**src/design/tmsf_pkg.sv**
```systemverilog
// ---------------------------------------------------------------------------
// tmsf_pkg: shared types and constants for the trimmed-mean sample filter
// Field widths, register indexes and controller/datapath interface structs.
// ---------------------------------------------------------------------------
`default_nettype none

package tmsf_pkg;

  localparam int SAMPLE_W  = 12;
  localparam int SHIFT_W   = 4;
  localparam int CNT_W     = 7;
  localparam int SUM_W     = 18;
  localparam int DIV_W     = 6;
  localparam int STEP_W    = 5;
  localparam int BYTE_W    = 8;
  localparam int TDATA_W   = ((SAMPLE_W + BYTE_W - 1) / BYTE_W) * BYTE_W;
  localparam int CFG_IDX_W = 1;
  localparam int CFG_DAT_W = 7;

  localparam int MIN_BURST = 3;
  localparam int MAX_BURST = 64;

  localparam logic [CNT_W-1:0]   BURST_LEN_RST = CNT_W'(10);
  localparam logic [SHIFT_W-1:0] SHIFT_RST     = '0;
  localparam logic [STEP_W-1:0]  LAST_STEP     = STEP_W'(SUM_W - 1);

  localparam logic [CFG_IDX_W-1:0] REG_BURST_LENGTH = 1'b0;
  localparam logic [CFG_IDX_W-1:0] REG_RESULT_SHIFT = 1'b1;

  typedef struct packed {
    logic acc;       // fold accepted word into running stats
    logic fin;       // load divider, clear running stats
    logic div_step;  // one restoring divide step
    logic out_load;  // move quotient into output register
  } tmsf_cmd_t;

  typedef struct packed {
    logic burst_done;  // word being accepted completes the burst
    logic div_last;    // current divide step is the final one
  } tmsf_sts_t;

endpackage

`default_nettype wire

```
**src/design/tmsf_ctrl.sv**
```systemverilog
// ---------------------------------------------------------------------------
// tmsf_ctrl: sequencing state machine for the trimmed-mean sample filter
// Accept words, then run finish, divide and output phases at burst end.
// ---------------------------------------------------------------------------
`default_nettype none

module tmsf_ctrl (
  input  wire                 clk,
  input  wire                 rst_n,
  input  wire                 in_tvalid,
  output logic                in_tready,
  output logic                out_tvalid,
  input  wire                 out_tready,
  input  tmsf_pkg::tmsf_sts_t sts,
  output tmsf_pkg::tmsf_cmd_t cmd
);

  localparam logic [1:0] S_IDLE = 2'd0;
  localparam logic [1:0] S_FIN  = 2'd1;
  localparam logic [1:0] S_DIV  = 2'd2;
  localparam logic [1:0] S_OUT  = 2'd3;

  logic [1:0] state_r, state_nxt;
  logic       out_valid_r, out_valid_nxt;
  logic       slot_free;

  assign slot_free  = !out_valid_r || out_tready;
  assign in_tready  = (state_r == S_IDLE);
  assign out_tvalid = out_valid_r;

  always_comb begin
    state_nxt = state_r;
    cmd       = '0;
    unique case (state_r)
      S_IDLE: begin
        if (in_tvalid) begin
          cmd.acc = 1'b1;
          if (sts.burst_done) state_nxt = S_FIN;
        end
      end
      S_FIN: begin
        cmd.fin   = 1'b1;
        state_nxt = S_DIV;
      end
      S_DIV: begin
        cmd.div_step = 1'b1;
        if (sts.div_last) state_nxt = S_OUT;
      end
      S_OUT: begin
        if (slot_free) begin
          cmd.out_load = 1'b1;
          state_nxt    = S_IDLE;
        end
      end
      default: state_nxt = S_IDLE;
    endcase
  end

  always_comb begin
    out_valid_nxt = out_valid_r;
    if (cmd.out_load) out_valid_nxt = 1'b1;
    else if (out_tready) out_valid_nxt = 1'b0;
  end

  always_ff @(posedge clk) begin
    if (!rst_n) begin
      state_r     <= S_IDLE;
      out_valid_r <= 1'b0;
    end else begin
      state_r     <= state_nxt;
      out_valid_r <= out_valid_nxt;
    end
  end

endmodule

`default_nettype wire

```
**src/design/tmsf_dp.sv**
```systemverilog
// ---------------------------------------------------------------------------
// tmsf_dp: datapath of the trimmed-mean sample filter
// Config registers, running count/sum/min/max, serial divider, output word.
// ---------------------------------------------------------------------------
`default_nettype none

module tmsf_dp (
  input  wire                                clk,
  input  wire                                rst_n,
  input  wire                                cfg_we,
  input  wire  [tmsf_pkg::CFG_IDX_W-1:0]     cfg_index,
  input  wire  [tmsf_pkg::CFG_DAT_W-1:0]     cfg_data,
  input  wire  [tmsf_pkg::SAMPLE_W-1:0]      in_sample,
  input  tmsf_pkg::tmsf_cmd_t                cmd,
  output tmsf_pkg::tmsf_sts_t                sts,
  output logic [tmsf_pkg::SAMPLE_W-1:0]      out_value
);

  logic [tmsf_pkg::CNT_W-1:0]    burst_len_r;
  logic [tmsf_pkg::SHIFT_W-1:0]  shift_r;
  logic [tmsf_pkg::CNT_W-1:0]    cnt_r;
  logic [tmsf_pkg::SUM_W-1:0]    sum_r;
  logic [tmsf_pkg::SAMPLE_W-1:0] min_r;
  logic [tmsf_pkg::SAMPLE_W-1:0] max_r;
  logic [tmsf_pkg::SUM_W-1:0]    quo_r;
  logic [tmsf_pkg::DIV_W-1:0]    rem_r;
  logic [tmsf_pkg::DIV_W-1:0]    dsr_r;
  logic [tmsf_pkg::STEP_W-1:0]   step_r;
  logic [tmsf_pkg::SAMPLE_W-1:0] out_r;

  logic [tmsf_pkg::SAMPLE_W-1:0] samp_sh;
  logic [tmsf_pkg::CNT_W-1:0]    n_eff;
  logic [tmsf_pkg::CNT_W-1:0]    cnt_nxt;
  logic [tmsf_pkg::CNT_W-1:0]    dsr_full;
  logic [tmsf_pkg::SUM_W-1:0]    trimmed;
  logic [tmsf_pkg::DIV_W:0]      trial;
  logic [tmsf_pkg::DIV_W:0]      trial_sub;
  logic                          quo_bit;

  // Clamp the configured burst length into the supported range.
  always_comb begin
    n_eff = burst_len_r;
    if (burst_len_r < tmsf_pkg::CNT_W'(tmsf_pkg::MIN_BURST))
      n_eff = tmsf_pkg::CNT_W'(tmsf_pkg::MIN_BURST);
    else if (burst_len_r > tmsf_pkg::CNT_W'(tmsf_pkg::MAX_BURST))
      n_eff = tmsf_pkg::CNT_W'(tmsf_pkg::MAX_BURST);
  end

  assign samp_sh        = in_sample >> shift_r;
  assign cnt_nxt        = cnt_r + tmsf_pkg::CNT_W'(1);
  assign sts.burst_done = (cnt_nxt >= n_eff);
  assign sts.div_last   = (step_r == tmsf_pkg::LAST_STEP);
  assign trimmed        = sum_r - tmsf_pkg::SUM_W'(min_r) - tmsf_pkg::SUM_W'(max_r);
  assign dsr_full       = n_eff - tmsf_pkg::CNT_W'(2);

  // Restoring divide: shift in one dividend bit, subtract if it fits.
  assign trial     = {rem_r, quo_r[tmsf_pkg::SUM_W-1]};
  assign trial_sub = trial - {1'b0, dsr_r};
  assign quo_bit   = (trial >= {1'b0, dsr_r});
  assign out_value = out_r;

  always_ff @(posedge clk) begin
    if (!rst_n) begin
      burst_len_r <= tmsf_pkg::BURST_LEN_RST;
      shift_r     <= tmsf_pkg::SHIFT_RST;
    end else if (cfg_we) begin
      unique case (cfg_index)
        tmsf_pkg::REG_BURST_LENGTH: burst_len_r <= cfg_data;
        tmsf_pkg::REG_RESULT_SHIFT: shift_r <= cfg_data[tmsf_pkg::SHIFT_W-1:0];
        default: ;
      endcase
    end
  end

  always_ff @(posedge clk) begin
    if (!rst_n) begin
      cnt_r <= '0;
      sum_r <= '0;
      min_r <= '1;
      max_r <= '0;
    end else if (cmd.fin) begin
      cnt_r <= '0;
      sum_r <= '0;
      min_r <= '1;
      max_r <= '0;
    end else if (cmd.acc) begin
      cnt_r <= cnt_nxt;
      sum_r <= sum_r + tmsf_pkg::SUM_W'(samp_sh);
      if (samp_sh < min_r) min_r <= samp_sh;
      if (samp_sh > max_r) max_r <= samp_sh;
    end
  end

  always_ff @(posedge clk) begin
    if (cmd.fin) begin
      quo_r  <= trimmed;
      rem_r  <= '0;
      dsr_r  <= dsr_full[tmsf_pkg::DIV_W-1:0];
      step_r <= '0;
    end else if (cmd.div_step) begin
      quo_r  <= {quo_r[tmsf_pkg::SUM_W-2:0], quo_bit};
      rem_r  <= quo_bit ? trial_sub[tmsf_pkg::DIV_W-1:0] : trial[tmsf_pkg::DIV_W-1:0];
      step_r <= step_r + tmsf_pkg::STEP_W'(1);
    end
    if (cmd.out_load) out_r <= quo_r[tmsf_pkg::SAMPLE_W-1:0];
  end

endmodule

`default_nettype wire

```
**src/design/trimmed_mean_sample_filter_core.sv**
```systemverilog
// Timing: a word inside a burst is absorbed into the running stats when accepted;
// for the word ending a burst out_tvalid rises after a finish step, 18 restoring
// divide steps and an output load. Throughput: 1 word per cycle inside a burst;
// in_tready stays low from the last word of each burst until the result is loaded,
// longer while the previous result word still waits on out_tready.
// Reset: synchronous active-low rst_n clears stats, output valid and config.
// ---------------------------------------------------------------------------
// trimmed_mean_sample_filter_core: trimmed-mean sample filter, top level
// Shift each sample, track count/sum/min/max, emit (sum-min-max)/(N-2).
// ---------------------------------------------------------------------------
`default_nettype none

module trimmed_mean_sample_filter_core (
  input  wire                                 clk,
  input  wire                                 rst_n,
  // Configuration write channel
  input  wire                                 cfg_valid,
  output logic                                cfg_ready,
  input  wire  [tmsf_pkg::CFG_IDX_W-1:0]      cfg_index,
  input  wire  [tmsf_pkg::CFG_DAT_W-1:0]      cfg_data,
  // Sample input stream
  input  wire                                 in_tvalid,
  output logic                                in_tready,
  input  wire  [tmsf_pkg::TDATA_W-1:0]        in_tdata,   // [11:0] sample, [15:12] zero
  // Result stream
  output logic                                out_tvalid,
  input  wire                                 out_tready,
  output logic [tmsf_pkg::TDATA_W-1:0]        out_tdata   // [11:0] filtered_value, [15:12] zero
);

  tmsf_pkg::tmsf_cmd_t           cmd;
  tmsf_pkg::tmsf_sts_t           sts;
  logic [tmsf_pkg::SAMPLE_W-1:0] out_value;

  // Take every register write at once; the user must write only between bursts (not enforced here).
  assign cfg_ready = 1'b1;

  // Pad the result up to whole bytes.
  assign out_tdata = {{(tmsf_pkg::TDATA_W - tmsf_pkg::SAMPLE_W){1'b0}}, out_value};

  // Sequencer: accept words, then drive finish, divide and output phases.
  tmsf_ctrl u_ctrl (
    .clk        (clk),
    .rst_n      (rst_n),
    .in_tvalid  (in_tvalid),
    .in_tready  (in_tready),
    .out_tvalid (out_tvalid),
    .out_tready (out_tready),
    .sts        (sts),
    .cmd        (cmd)
  );

  // Datapath: config registers, running stats, serial divider, result word.
  tmsf_dp u_dp (
    .clk       (clk),
    .rst_n     (rst_n),
    .cfg_we    (cfg_valid),
    .cfg_index (cfg_index),
    .cfg_data  (cfg_data),
    .in_sample (in_tdata[tmsf_pkg::SAMPLE_W-1:0]),
    .cmd       (cmd),
    .sts       (sts),
    .out_value (out_value)
  );

endmodule

`default_nettype wire
```
**config.mk**
```make
export PLATFORM = sky130hd
export DESIGN_NAME = trimmed_mean_sample_filter_core
export DESIGN_NICKNAME = d
export VERILOG_FILES = /design/src/design/tmsf_pkg.sv /design/src/design/tmsf_ctrl.sv /design/src/design/tmsf_dp.sv /design/src/design/trimmed_mean_sample_filter_core.sv
export SDC_FILE = /design/constraint.sdc
export NUM_CORES = 1
export LEC_CHECK = 0
export BUFFER_PORTS_ARGS = -buffer_cell sky130_fd_sc_hd__buf_2
export CAP_MARGIN = 10
export CORE_UTILIZATION = 61
export DETAILED_ROUTE_END_ITERATION = 12
export PLACE_DENSITY = 0.81
export SLEW_MARGIN = 15
export SYNTH_ARGS = -nofsm -noshare
export SYNTH_HDL_FRONTEND = slang
export SYNTH_SLANG_ARGS = --single-unit
```
**constraint.sdc**
```tcl
create_clock -name clk -period 5.2 [get_ports clk]
set_input_delay 0.26 -clock clk [delete_from_list [all_inputs] [get_ports clk]]
set_output_delay 0.26 -clock clk [all_outputs]
set_load 0.02 [all_outputs]
```
# Yosys cells after proc, flatten, opt, wreduce, memory -nomap -nowiden

Cells that the tools add are included.
Widths: inputs -> output; s select.

Register bits after elaboration: 110
Bits in latches: 0
Memory bits (writable): 0
Bits in read-only memories: 0
Input port bits: 29
Output and inout port bits: 19
Word-level logic and storage cells: 66
Memories kept: 0

Add/sub/neg operators: 7
$mul: 0
Divide/modulo/power cells: 0
Magnitude comparators: 6
Equal/unequal tests: 8
Shifts and indexed selects: 1
Muxes and demuxes: 18
Bitwise gates (word level): 2
Reductions and logical operators: 11

Operators with widths:

| operator            | count |
|---|---|
| $mux 18             | 2 |
| $sub 18x12->18      | 2 |
| $add 18x12->18      | 1 |
| $mux 7              | 2 |
| $gt 12x12->1        | 1 |
| $lt 12x12->1        | 1 |
| $shr 12x4->12       | 1 |
| $mux 1              | 8 |
| $mux 2              | 4 |
| $pmux 2 s4          | 1 |
| $reduce_and 2->1    | 4 |
| $add 7x1->7 const B | 1 |
| $ge 7x6->1          | 1 |
| $ge 7x7->1          | 1 |
| $gt 7x7->1 const B  | 1 |
| $lt 7x2->1 const B  | 1 |
| $mux 6              | 1 |
| $sub 6x2->6 const B | 1 |
| $sub 6x6->6         | 1 |
| $add 5x1->5 const B | 1 |
| $eq 5x5->1 const B  | 1 |
| $eq 2x2->1 const B  | 2 |
| $ne 2x1->1 const B  | 2 |
| $ne 2x2->1 const B  | 2 |
| 8 further kinds     | 10 |

# Depth between registers and ports, before layout

Gate-level depths: netlist of run 1.

Depth in word-level cells: 7
Gate-level depth with buffers: 15
Gate-level depth less buffers: 13

# Cells and area by module

Synthesis of run 1 repeated with hierarchy kept, for this count alone.

Cells, all modules: 804
Area total of the unflattened synthesis: 7453.4 um^2

Modules (own cells, without submodules):

| module                          | times used | cells an instance | area each (um^2) | seq. area each (um^2) |
|---|---|---|---|---|
| tmsf_dp                         | 1          | 774               | 7188.1           | 2502.4 |
| tmsf_ctrl                       | 1          | 23                | 220.2            | 60.1 |
| trimmed_mean_sample_filter_core | 1          | 7                 | 45.0             | 0.0 |

# Worst setup path before layout of run 1

Ideal clock, no wire load.

Path kind: flip-flop to flip-flop
Start: register u_dp.shift_r[0] (netlist name)
End: register u_dp.max_r[7] (netlist name)
Setup time: 70 ps
Arrival time: 3044 ps
Required time: 5130 ps
Path slack: 2085 ps
Stages on the path, launching flop included: 13
Path buffers: 3
Period minus slack after synthesis: 3115 ps
Cells stage by stage: dfxtp_1 buf_6 buf_2 mux4_2 mux2i_1 o32ai_1 ha_1 a21o_1 a221oi_1 o221a_2 clkbuf_1 o21ai_0 a21oi_1

Longest elaborated chain between the ends: 3

RTL lines:

| what                              | RTL line      | RTL |
|---|---|---|
| start: declaration                | tmsf_dp.sv:20 | `logic [tmsf_pkg::SHIFT_W-1:0] shift_r;` |
| start signal: assignment          | tmsf_dp.sv:65 | `shift_r <= tmsf_pkg::SHIFT_RST;` |
| start signal: assignment          | tmsf_dp.sv:69 | `tmsf_pkg::REG_RESULT_SHIFT: shift_r <= cfg_data[tmsf_pkg::SHIFT_W-1:0];` |
| $shr 12x4->12                     | tmsf_dp.sv:49 | `assign samp_sh = in_sample >> shift_r;` |
| named net u_dp.samp_sh (one bit)  | tmsf_dp.sv:31 | `logic [tmsf_pkg::SAMPLE_W-1:0] samp_sh;` |
| $gt 12x12->1                      | tmsf_dp.sv:90 | `if (samp_sh > max_r) max_r <= samp_sh;` |
| $reduce_and 2->1 (no source line) | -             |  |
| end signal: assignment            | tmsf_dp.sv:90 |  |
| end: declaration                  | tmsf_dp.sv:24 | `logic [tmsf_pkg::SAMPLE_W-1:0] max_r;` |

The timed path passes the listed nets, and every way through them passes these cells.
A chain may end at the register's enable or synchronous reset.

# Final worst setup path of run 1

Start: register u_dp.shift_r[0] (netlist name)
End: register u_dp.max_r[8] (netlist name)

Same word-level chain as after synthesis.

==> results.md, run 1 <==
* Outcome: finished, final reports clean
* Total GRT Usage at 0.279
* Top-count cell post-synth: nand2_1
* Fin area at 8030 sq um
* Mapped cell area at 7530 sq um
* Max FO, Critical Path at 14
* Post-DP Area at 7730 sq um
* YS warnings at 0
* Final slew viol count at 0
* Worst slew pin tran at 1.12 ns
* Ys flop type: dfxtp_1
* Finished Layout Cells at 995
* Hpwl dp at ~13000 microns
* Die height at 113 microns
* Antenna violations before repair at 0
* Number of CTS-inserted buffers at 9
* Final WL at 17400 microns
* Worst Setup Start Kind: flip-flop
* Mean Syn Cell Area at 9.11 sq um
* Kind of critical path: flip-flop to flip-flop
* Worst EP arrival at 4.15 ns
* Core area at 12000 sq um
* Register share of total power at 0.324
* FMAX at ~0.26 GHz
* Hold_buf cts at 0
* Die width at 113 microns
* Sequential fraction of the synthesis area at 0.340
* Final setup fails at 0
* Wire length per cell at 17.4 microns
* Comb pwr share at 0.473
* GR Overflow Total at 0
* Layout area overhead at 6.70%
* TritonCTS Sinks at 110
* PD cells at ~430 nW/um^2
* Yosys top cell area share at 0.197
* Synth top area cells: dfxtp_1, edfxtp_1, ha_1
* RSZ-0062 raised after global routing: no
* TritonCTS clock tree: yes
* Placed Cells at about 980
* Clock power share at 0.203
* CP max-delay cell: o32ai_1
* H-tree depth at 3
* DRC violations left at 0
* Ant. Diodes at 0
* Vias post-DR at 6256
* Synth area leader: dfxtp_1
* Clk root buf: clkbuf_16
* Largest net degree at the start of global routing at 54
* Worst EP required at 5.43 ns
* Maximum vdd drop at about 180 uV
* Die area at approximately 13000 sq um
* Io pins at between 40 and 50
* Total stage count of the critical path at 8
* DR vias/cell at 6.29
* Cell leakage power at 3.38 nW
* CP endpoint kind: flip-flop
* #FFs+latches synth at 110
* Commonest cells in the netlist: nand2_1, dfxtp_1, ha_1
* Final hold violations at 0
* Post-synth EDFFs at 36
* Total chip power at 3.45 mW
* Rel. slew slack at 0.253
* Final nets at 957
* 1st-iter DRT viols at 321
* CP Cell Sequence: mux2i_1, o32ai_1, ha_1, a21o_1, a221oi_1, o221ai_1, nand3_1, a21oi_1
* Insertion delay to the later sink of the worst-skew pair at 0.36 ns
* Clock Skews at 0.0104 ns
* Slowest stage delay, CP at 0.95 ns
* Setup bufs post-CTS at 0
* FF-to-FF path depth at 8
* Min-delay worst type: primary input to flip-flop
* Synth cell types at 76
* DP Worst Slack at roughly 1.3 ns
* Final Cycle Share at 0.753
* FF-to-FF setup slack at 1.28 ns
* CTS Buffer Depth at 2
* Buf/Inv on CP at 0
* Worst path top cell family by delay: compound AO/OA/AOI/OAI gates
* Detail Route Antenna Nets at 0
* CTS clk-pin slew, worst paths at 0.08 ns
* Share of layout cells above drive strength 1 at 0.118
* Max Cap Viol at 0
* First-pass GRT wire length at 28100 microns
* Worst Hold Path Cells at 3
* Setup TNS at 0 ns
* Switching power at around 1.4 mW
* Cell internal pwr at approximately 2.1 mW
* Sw frac at 0.405
* Gate Count Post-Synth at 826
* Initial DRT Pass Iterations at 5
* Tmin final at about 4 ns
* Post-synth ARST share at 0
* Post-CTS sizing at 0
* Cell Rows at 40
* Buffers on Ports at 38
* Worst setup margin at 1.28 ns
* Vias in the first global route at between 6000 and 7000
* Initial Util at 0.627
* RePlAce Congestion at 0.893
==> worst min-delay path, stage by stage <==
cell     delay [ns]
buf_2          0.09
nand2_1        0.04
nand3_1        0.06
==> registers in the layout, summed over array words and instances, names as in the netlist, 2 cells and up <==
signal            cells
u_ctrl.state_r        2
u_dp.burst_len_r      7
u_dp.cnt_r            7
u_dp.dsr_r            6
u_dp.max_r           12
u_dp.min_r           12
u_dp.out_value       12
u_dp.quo_r           18
u_dp.rem_r            6
u_dp.shift_r          4
u_dp.step_r           5
u_dp.sum_r           18
==> stage by stage <==
step                 util  hold WS [ns]
floorplan               -         0.332
global placement    0.643         0.428
detailed placement  0.643         0.433
CTS                 0.669         0.114
global route        0.669         0.136
finish              0.669         0.117
==> power groups by stage <==
stage	Sequential [mW]	Clock (mW)	Combinational (mW)
final	1.12	0.701	1.63
after detailed placement	1.13	0	1.59
after global routing	1.13	0.738	1.81
after global placement	1.12	0	1.51
after floorplan	1.10	0	1.27
after CTS	1.12	0.706	1.62
==> cell type report <==
class | count | area (sq um)
Inverter | 58 | 218
Fill cell | 980 | 3980
Sequential cell | 110 | 2560
Timing Repair Buffer | 43 | 228
Multi-Input combinational cell | 621 | 4530
Clock inverter | 5 | 40.0
Tap cell | 147 | 184
Clock buffer | 11 | 264
==> per-layer routing <==
layer	GRT usage	wire [microns]	part of all wire
met4	0.139	570	0.033
met1	0.358	7660	0.44
met2	0.467	8350	0.48
met3	0.0327	777	0.045
met5	0	0	0
==> cells by family (layout without fill, tap and decap cells) <==
| group | after synthesis | count (layout) | share of synthesized area |
|---|---|---|---|
| muxes | 25 | 25 | 0.0509 |
| DFF | 110 | 110 | 0.340 |
| and+or+nand+nor | 265 | 265 | 0.170 |
| buffers and inverters | 98 | 117 | 0.0589 |
| other | 2 | 5 | 0.000998 |
| xor gates and xnor gates | 28 | 28 | 0.0326 |
| adders and majority gates | 85 | 85 | 0.155 |
| AOI/OAI and AO/OA | 213 | 213 | 0.191 |
==> cell usage in the layout (no fill, tap or decap), drive strengths merged, types with 15 or more instances in the layout <==
cell | Yosys | final
nand2 | 84 | 84
dfxtp | 74 | 74
ha | 71 | 71
a21oi | 70 | 70
inv | 57 | 58
nor2 | 57 | 57
buf | 20 | 43
edfxtp | 36 | 36
o21ai | 36 | 36
nand3 | 29 | 29
nor3 | 29 | 29
o211ai | 19 | 19
a21o | 17 | 17
xnor2 | 15 | 15
==> path summary, 6_finish.rpt <==
kind	from	to
worst max-delay path	u_dp.shift_r[0]	u_dp.max_r[8]
worst min-delay path	cfg_data[1]	u_dp.burst_len_r[1]
worst max register to register	u_dp.shift_r[0]	u_dp.max_r[8]
worst min register to register	u_dp.quo_r[2]	u_dp.out_value[2]
(Power assumes the default switching activity.)
==> inputs of run 2 (changes only) <==
--- a/config.mk
+++ b/config.mk
@@ -5,11 +5,12 @@
 export SDC_FILE = /design/constraint.sdc
 export NUM_CORES = 1
 export LEC_CHECK = 0
+export ABC_AREA = 1
 export BUFFER_PORTS_ARGS = -buffer_cell sky130_fd_sc_hd__buf_2
 export CAP_MARGIN = 10
-export CORE_UTILIZATION = 61
+export CORE_UTILIZATION = 56
 export DETAILED_ROUTE_END_ITERATION = 12
-export PLACE_DENSITY = 0.81
+export PLACE_DENSITY = 0.78
 export SLEW_MARGIN = 15
 export SYNTH_ARGS = -nofsm -noshare
 export SYNTH_HDL_FRONTEND = slang
==> constraint.sdc (replaced) <==
create_clock -name clk -period 3.3 [get_ports clk]
set_input_delay 0.165 -clock clk [delete_from_list [all_inputs] [get_ports clk]]
set_output_delay 0.165 -clock clk [all_outputs]
set_load 0.02 [all_outputs]
==> run 2 against run 1 <==
Against the previous run:
- synthesized area fell by 2.1%
- non-clock buffer count increased by 10
- critical path depth up 10
- setup slack got worse by 1.0 ns
- clock power up 68%
- largest power group unchanged
==> results.md, run 2 <==
* Outcome: finished, final reports clean
* Sequential fraction of the synthesis area at 0.348
* Fin util at 0.632
* Kind of critical path: flip-flop to flip-flop
* Die area at 13600 sq um
* PD cells at approximately 900 nW/um^2
* Cell Rows at 41
* Hold_buf cts at 0
* Most frequent CP cell: nand2_1
* Final setup fails at 0
* CTS Buffer Depth at 2
* Worst EP arrival at 3.33 ns
* Setup TNS at 0 ns
* Ys flop type: dfxtp_1
* Commonest cells in the netlist: nand2_1, inv_1, nor2_1
* Core area at 12700 sq um
* Layout area overhead at 9.19%
* Maximum vdd drop at around 420 uV
* CTS clk-pin slew, worst paths at 0.07 ns
* Rel. slew slack at 0.497
* YS warnings at 0
* Gate Count Post-Synth at 934
* Reg area at 2570 sq um
* Initial DRT Pass Iterations at 5
* Hpwl dp at 11400 microns
* Top-count cell post-synth: nand2_1
* FMAX at 0.330 GHz
* H-tree depth at 3
* Share of layout cells above drive strength 1 at 0.116
* Post-synth EDFFs at 36
* Total GRT Usage at 0.232
* Most frequent cells in the layout: nand2_1, inv_1, nor2_1, a21oi_1, dfxtp_1
* Hold endpoint: u_dp.burst_len_r[4]
* Reg2reg end: u_dp.sum_r[10]
* Mean Syn Cell Area at 7.89 sq um
* Post-CTS sizing at 0
* Antenna violations before repair at 0
* Clock Skews at 0.00746 ns
* CP endpoint kind: flip-flop
* Worst Setup Start Kind: flip-flop
* Largest net degree at the start of global routing at 30
* Mapped cell area at 7370 sq um
* Insertion delay to the later sink of the worst-skew pair at approximately 0.35 ns
* Tmin final at approximately 3.0 ns
* TritonCTS clock tree: yes
* TritonCTS Sinks at between 100 and 150
* Worst reg2reg path startpoint: u_dp.shift_r[0]
* GR Overflow Total at 0
* Vias post-DR at roughly 6100
* Ant. Diodes at 0
* Max Cap Viol at 0
* FF-to-FF path depth at 18
* Io pins at 48
* #FFs+latches synth at 110
* Synth top area cells: dfxtp_1, edfxtp_1, ha_1
* DR vias/cell at 5.31
* RSZ-0062 raised after global routing: no
* Clk root buf: clkbuf_16
* CP max-delay cell: fa_1
* Buffers on Ports at 38
* Area of the multi-input gates at 4190 sq um
* CP Cell Sequence: inv_2, nand2_1, nand2_1, nand2_1, o21ai_1, nand2_1, nand3_1, and2_1, inv_1, fa_1, nor3_1, nor2_1, o21bai_1, a21oi_1, or2_1, nand3_1, nand2_1, inv_1
* Worst slew pin tran at 0.755 ns
* Worst Hold Path Cells at 3
* Post-synth ARST share at 0
* Total chip power at 7.46 mW
* Commonest non-fill, non-tap cell in the layout: nand2_1
* Wire length per cell at 12.9 microns
* Final WL at 14800 microns
* Biggest regs: u_dp.quo_r (18), u_dp.sum_r (18)
* Worst EP required at 3.60 ns
* Final hold violations at 0
* Yosys top cell area share at 0.201
* Die width at 117 microns
* Layout fillers at between 1000 and 1500
* Number of CTS-inserted buffers at 9
* FF-to-FF setup slack at 0.27 ns
* Synth area leader: dfxtp_1
* Setup bufs post-CTS at 0
* Hold Startpoint: cfg_data[4]
* Die height at 117 microns
* Cell leakage power at 3.82 nW
* 1st-iter DRT viols at between 400 and 500
* Slowest stage delay, CP at around 0.5 ns
* DRC violations left at 0
* Detail Route Antenna Nets at 0
* Min-delay worst type: primary input to flip-flop
* First-pass GRT wire length at between 20000 and 25000 microns
* Synth cell types at 48
* Initial Util at 0.579
* RePlAce Congestion at 0.903
* Final nets at 1084
* Vias in the first global route at approximately 5400
* Final Cycle Share at 0.918
* Max FO, Critical Path at 14
* Final slew viol count at 0
-- run 2: logic make-up (layout without fill, tap and decap cells) --
| kind of cell | Yosys count | after routing | synth area share |
|---|---|---|---|
| AND/OR/NAND/NOR | 361 | 361 | 0.222 |
| adder cells (fa/ha/maj) | 85 | 85 | 0.159 |
| XOR/XNOR | 28 | 28 | 0.0333 |
| multiplexers | 1 | 1 | 0.00136 |
| flip-flops | 110 | 110 | 0.348 |
| AO/OA/AOI/OAI | 198 | 198 | 0.151 |
| other | 2 | 5 | 0.00102 |
| buffers and inverters | 149 | 187 | 0.0847 |
-- run 2: where the power goes --
| part | switching (mW) | internal, mW | leakage (nW) |
|---|---|---|---|
| combinational | 2.53 | 1.59 | 2.72 |
| clock | 0.495 | 0.684 | 0.160 |
| sequential | 0.250 | 1.91 | 0.944 |
-- run 2: final cells by class --
class	count	share of cell area
Inverter	118	0.0551
Clock buffer	10	0.0297
Timing Repair Buffer	53	0.0376
Clock inverter	6	0.0103
Sequential cell	110	0.319
Tap cell	172	0.0268
Multi-Input combinational cell	678	0.521
-- run 2: worst max-delay path: cells and delay by family, from the launching register on --
| family | cells | cell delay [ns] |
|---|---|---|
| buf+inv | 3 | 0.33 |
| simple gates | 11 | 1.30 |
| flops | 1 | 0.40 |
| compound gates | 3 | 0.45 |
| fa+ha+maj | 1 | 0.50 |
-- run 2: worst max-delay path by stage --
| stage | from | to | slack, ns | cells after the start |
|---|---|---|---|---|
| after floorplan | u_dp.shift_r[1] | u_dp.sum_r[10] | 0.66 | 18 |
| after global placement | u_dp.shift_r[0] | u_dp.sum_r[11] | 0.19 | 17 |
| after detailed placement | u_dp.shift_r[0] | u_dp.sum_r[10] | 0.17 | 17 |
| after CTS | u_dp.shift_r[0] | u_dp.max_r[9] | 0.12 | 17 |
| after global routing | u_dp.shift_r[2] | u_dp.max_r[9] | 0.03 | 15 |
| final | u_dp.shift_r[0] | u_dp.sum_r[10] | 0.27 | 18 |
-- run 2: layer usage --
| metal | part of all wire | vias to the layer above | wire length, microns | GRT usage |
|---|---|---|---|---|
| li1 | - | 3212 | - | - |
| met1 | 0.50 | 2764 | 7480 | 0.319 |
| met2 | 0.44 | 97 | 6480 | 0.364 |
| met3 | 0.027 | 23 | 398 | 0.0254 |
| met4 | 0.031 | 0 | 456 | 0.113 |
| met5 | 0 | - | 0 | 0 |
-- run 2: per-stage QoR --
stage | instances | hold WS, ns | setup WS [ns] | cell area [sq um]
floorplan | 937 | 0.291 | 0.658 | 7380
global placement | 1131 | 0.391 | 0.190 | 7720
detailed placement | 1131 | 0.403 | 0.174 | 7720
CTS | 1147 | 0.0328 | 0.125 | 8040
global route | 1147 | 0.0516 | 0.0333 | 8040
finish | 1147 | 0.0408 | 0.270 | 8040
